### config.mk
export PLATFORM = sky130hd
export DESIGN_NAME = smeu_ctrl
export DESIGN_NICKNAME = d
export VERILOG_FILES = /design/src/rtl/smeu_pkg.sv /design/src/rtl/smeu_ctrl.sv
export SDC_FILE = /design/constraint.sdc
export NUM_CORES = 1
export LEC_CHECK = 0
export BUFFER_PORTS_ARGS = -buffer_cell sky130_fd_sc_hd__buf_2
export CAP_MARGIN = 20
export CORE_AREA = 2 2 39 41
export CTS_CLUSTER_SIZE = 8
export DETAILED_ROUTE_END_ITERATION = 6
export DIE_AREA = 0 0 41 43
export SLEW_MARGIN = 20
export SYNTH_ARGS = -nofsm -noshare
export SYNTH_HDL_FRONTEND = slang
export SYNTH_SLANG_ARGS = --single-unit
### constraint.sdc
create_clock -name clk_i -period 1.2 [get_ports clk_i]
set_input_delay 0.24 -clock clk_i [delete_from_list [all_inputs] [get_ports clk_i]]
set_output_delay 0.24 -clock clk_i [all_outputs]
set_load 0.005 [all_outputs]
### src/rtl/smeu_pkg.sv
// Shared types and constants for the stack machine execute unit.
// Used by smeu_ctrl, smeu_dp and stack_machine_execute_unit.
package smeu_pkg;

  localparam logic [4:0] CMD_FINISH   = 5'd0;
  localparam logic [4:0] CMD_PUSH     = 5'd1;
  localparam logic [4:0] CMD_POP      = 5'd2;
  localparam logic [4:0] CMD_ADD      = 5'd3;
  localparam logic [4:0] CMD_SUB      = 5'd4;
  localparam logic [4:0] CMD_MUL      = 5'd5;
  localparam logic [4:0] CMD_DIV      = 5'd6;
  localparam logic [4:0] CMD_CMP      = 5'd7;
  localparam logic [4:0] CMD_JUMP     = 5'd8;
  localparam logic [4:0] CMD_JE       = 5'd9;
  localparam logic [4:0] CMD_JNE      = 5'd10;
  localparam logic [4:0] CMD_JG       = 5'd11;
  localparam logic [4:0] CMD_JGE      = 5'd12;
  localparam logic [4:0] CMD_JL       = 5'd13;
  localparam logic [4:0] CMD_JLE      = 5'd14;
  localparam logic [4:0] CMD_PUSHTO   = 5'd15;
  localparam logic [4:0] CMD_PUSHFROM = 5'd16;
  localparam logic [4:0] CMD_OUT      = 5'd17;
  localparam logic [4:0] CMD_IN       = 5'd18;
  localparam logic [4:0] CMD_CALL     = 5'd19;
  localparam logic [4:0] CMD_RET      = 5'd20;

  localparam logic [2:0] ERR_OK    = 3'd0;
  localparam logic [2:0] ERR_UNDER = 3'd1;
  localparam logic [2:0] ERR_OVER  = 3'd2;
  localparam logic [2:0] ERR_DIVZ  = 3'd3;
  localparam logic [2:0] ERR_RET   = 3'd4;
  localparam logic [2:0] ERR_BAD   = 3'd5;

  typedef struct packed {
    logic accept;
    logic cap1;
    logic cap2;
    logic div_start;
    logic commit;
    logic clear;
  } ctrl_cmd_t;

  typedef struct packed {
    logic clear_done;
    logic need_div;
    logic div_done;
    logic out_free;
  } dp_status_t;

endpackage

### src/rtl/smeu_ctrl.sv
// Sequencer for the execute unit: clear pass, operand reads, divide wait, commit.
// Depends on smeu_pkg.
module smeu_ctrl (
  input  logic                clk_i,
  input  logic                rst_ni,
  input  logic                in_valid_i,
  output logic                in_stall_o,
  input  smeu_pkg::dp_status_t status_i,
  output smeu_pkg::ctrl_cmd_t  cmd_o
);
  import smeu_pkg::*;

  localparam logic [2:0] S_CLEAR = 3'd0;
  localparam logic [2:0] S_IDLE  = 3'd1;
  localparam logic [2:0] S_RD1   = 3'd2;
  localparam logic [2:0] S_RD2   = 3'd3;
  localparam logic [2:0] S_CHK   = 3'd4;
  localparam logic [2:0] S_DIV   = 3'd5;
  localparam logic [2:0] S_EXEC  = 3'd6;

  logic [2:0] state_q, state_d;

  always_comb begin
    state_d = state_q;
    cmd_o   = '0;
    unique case (state_q)
      S_CLEAR: begin
        cmd_o.clear = 1'b1;
        if (status_i.clear_done) state_d = S_IDLE;
      end
      S_IDLE: begin
        if (in_valid_i) begin
          cmd_o.accept = 1'b1;
          state_d      = S_RD1;
        end
      end
      S_RD1: begin
        cmd_o.cap1 = 1'b1;
        state_d    = S_RD2;
      end
      S_RD2: begin
        cmd_o.cap2 = 1'b1;
        state_d    = S_CHK;
      end
      S_CHK: begin
        if (status_i.need_div) begin
          cmd_o.div_start = 1'b1;
          state_d         = S_DIV;
        end else begin
          state_d = S_EXEC;
        end
      end
      S_DIV: begin
        if (status_i.div_done) state_d = S_EXEC;
      end
      S_EXEC: begin
        if (status_i.out_free) begin
          cmd_o.commit = 1'b1;
          state_d      = S_IDLE;
        end
      end
      default: state_d = S_IDLE;
    endcase
  end

  always_ff @(posedge clk_i or negedge rst_ni) begin
    if (!rst_ni) begin
      state_q <= S_CLEAR;
    end else begin
      state_q <= state_d;
    end
  end

  assign in_stall_o = (state_q != S_IDLE);

  a_div_enters_wait: assert property (@(posedge clk_i) disable iff (!rst_ni)
    cmd_o.div_start |=> (state_q == S_DIV))
    else $error("divide start did not enter wait");
  a_commit_returns_idle: assert property (@(posedge clk_i) disable iff (!rst_ni)
    cmd_o.commit |=> !in_stall_o)
    else $error("commit did not return to idle");
  a_clear_once: assert property (@(posedge clk_i) disable iff (!rst_ni)
    (state_q != S_CLEAR) |=> (state_q != S_CLEAR))
    else $error("clear pass re-entered");

endmodule

==> flow_metrics.tcl <==
set metrics [dict create \
    status "finished, violations left" \
    violations "setup timing" \
    die_area_mm2 0.00176 \
    multi_input_area_um2 176 \
    final_common_cell "buf_2" \
    leakagePower_nw 0.232 \
    synth_top_area_share_pct 30.9 \
    root_buffer "clkbuf_4" \
    syn_nets 36 \
    clock_skew_ps 2.92 \
    grt_pass1_wl_mm 1.31 \
    avgSynthCellArea_um2 8.37 \
    ir_drop_mv 0.543 \
    worst_slack_ps -139 \
    nFillCells 155 \
    critical_path_class "register to primary output" \
    area_growth_pct 85.6 \
    vias 293 \
    floorplan.initialDensity_pct 17.5 \
    cp_cell_sequence "nor2b_4, nand2b_1, nor2_1, buf_2" \
    fin_crit_ps 1340 \
    r2r_slack_ps 0 \
    fmax_mhz 747 \
    fin_nets 59 \
    seq_area_frac_synth_pct 30.9 \
    regMostFlops "state_q" \
    antenna_found_initial 0 \
    ys_types 18 \
    cts_htree_levels 1 \
    seqCellArea_um2 77.6 \
    cp.required_ps 960 \
    ys_warn_count 0 \
    drive_above_1_share_pct 64.7 \
    synth-seq-cells 3 \
    crit_fanout 6 \
    post_dp_cell_area_um2 313 \
    post-route-drc-count 0 \
    dr.pass1.iters 2 \
    timing.rr.start "state_q[2]" \
    relSlewSlack_pct 86.6 \
    holdCritPathClass "primary input to asynchronous set/reset pin" \
    drtIter0Drc 3 \
    syn-cell-area_um2 243 \
    wl_per_cell_um 11.4 \
    maxCapViolCount 0 \
    cts_tree "built" \
    endpoint_kind "primary output" \
    cp_slowest_stage_delay_ps 460 \
    arrival_ps 1100 \
    worst_path_max_delay_cell "dfrtp_2" \
    cts_sinks 3 \
    crit_family "flip-flops" \
    setup_viol 8 \
    grt_pass1_vias 321 \
    dp_slack_ps -14.3 \
    fp-row-count 14 \
    grt_overflow_total 0 \
    die_y_um 43 \
    drtAntennaViolNets 0 \
    worst-path-buf-inv 1 \
    wirelength_um 764 \
    antenna_cells 0 \
    setup_tns_ps -786 \
    layout_common_cells "13 x buf_2, 4 x buf_6, 3 x o21ai_0, 3 x clkbuf_4, 3 x buf_4" \
    largest_register_ffs 3 \
    vias_per_cell 4.37 \
    start_kind "register" \
    cts_buffers 3 \
    hold_viol 0 \
    rsz0062_at_grt "yes" \
    syn-instance-count 29 \
    cellPowerDensity_mw_per_mm2 2530 \
    path_clk_slew_ps 40 \
    place.gp.congestion 0.703 \
    grt_max_degree 13 \
    track_usage_pct 12.1 \
    maxSlewViolCount 0 \
    design_area_um2 450 \
    clock_latency_ps 240 \
    hpwl_um 430 \
    ctsLongestPathBuffers 2 \
    port_buffers 13 \
    rr_endpoint "state_q[0]" \
    synth_top_area_cell "dfrtp_1" \
    dieWidth_um 41 \
    top_regs "state_q (3)" \
    synth_top_cells_by_area "dfrtp_1 31%, nor3b_1 9.3%, o21ai_0 8.2%" \
    min_period_over_period_pct 112 \
    reg2reg_depth 4 \
    worstMarginPinSlew_ps 201 \
    ioPinCount 14 \
    coreArea_mm2 0.00138 \
]
==> worst max-delay path by stage <==
stage / from / endpoint / cells past startpoint
2_1_floorplan: state_q[2] / cmd_o[5] / 4
3_3_place_gp: state_q[2] / cmd_o[3] / 3
3_5_place_dp: state_q[2] / cmd_o[3] / 3
4_1_cts: state_q[2] / cmd_o[5] / 4
5_1_grt: state_q[2] / cmd_o[5] / 4
6_report: state_q[2] / cmd_o[5] / 4
==> per-layer routing <==
layer | part of all wire, % | vias up | track usage [%]
met1 | 37 | 140 | 13.6
li1 | - | 144 | -
met4 | 3.1 | 0 | 12.0
met3 | 2.6 | 2 | 3.14
met2 | 57 | 7 | 16.9
met5 | 0 | - | 0
==> timing repair <==
| item | 4_1_cts | 5_1_grt |
|---|---|---|
| hold buffers | 1 | 0 |
| setup endpoints to repair | 7 | 9 |
| hold endpoints to repair | 3 | 0 |
| pin swaps | 3 | 1 |
| gates resized for setup | 15 | 1 |
| setup buffers | 5 | 1 |
==> cells in the mapped netlist <==
master    number
dfrtp_1        3
nand3b_2       1
nor2_1         2
nor3_1         2
and2_1         1
o21ai_0        4
buf_6          1
a21o_1         1
nand2_1        2
mux2_4         1
o311a_1        1
nor3b_1        3
nor2b_1        1
a22oi_1        1
clkbuf_1       1
nand2b_1       1
inv_1          2
buf_4          1
==> through the flow <==
stage | utilization [%] | total power [mW] | instances | hold WS (ps)
final | 32.5 | 1.14 | 67 | 318
after global routing | 32.5 | 1.22 | 67 | 342
after CTS | 32.0 | 1.12 | 66 | 315
after detailed placement | 22.6 | 0.641 | 56 | 36.1
after global placement | 22.6 | 0.637 | 56 | 36.0
after floorplan | - | 0.543 | 29 | -55.6
==> area by class of cell <==
| class | instances | share of cell area, % |
|---|---|---|
| inverters | 2 | 1.67 |
| flip-flops and latches | 3 | 17.2 |
| multi-input cells | 21 | 39.2 |
| well taps | 16 | 4.44 |
| clock buffers | 4 | 5.83 |
| repair buffers | 21 | 31.7 |
==> kinds of logic after synthesis <==
family | synth area share [%]
AND/OR/NAND/NOR | 32.0
multiplexers | 6.18
AO/OA/AOI/OAI | 18.6
buffers and inverters | 12.4
flip-flops | 30.9
==> report_power, final <==
group          internal, mW  leakage, nW  switching (mW)  total, mW
Sequential            0.159       0.0338           0.110      0.269
Combinational         0.424        0.183           0.262      0.686
Clock                 0.125       0.0150          0.0610      0.186
Total                 0.708        0.232           0.433       1.14
Power figures use the tool's default switching activity.
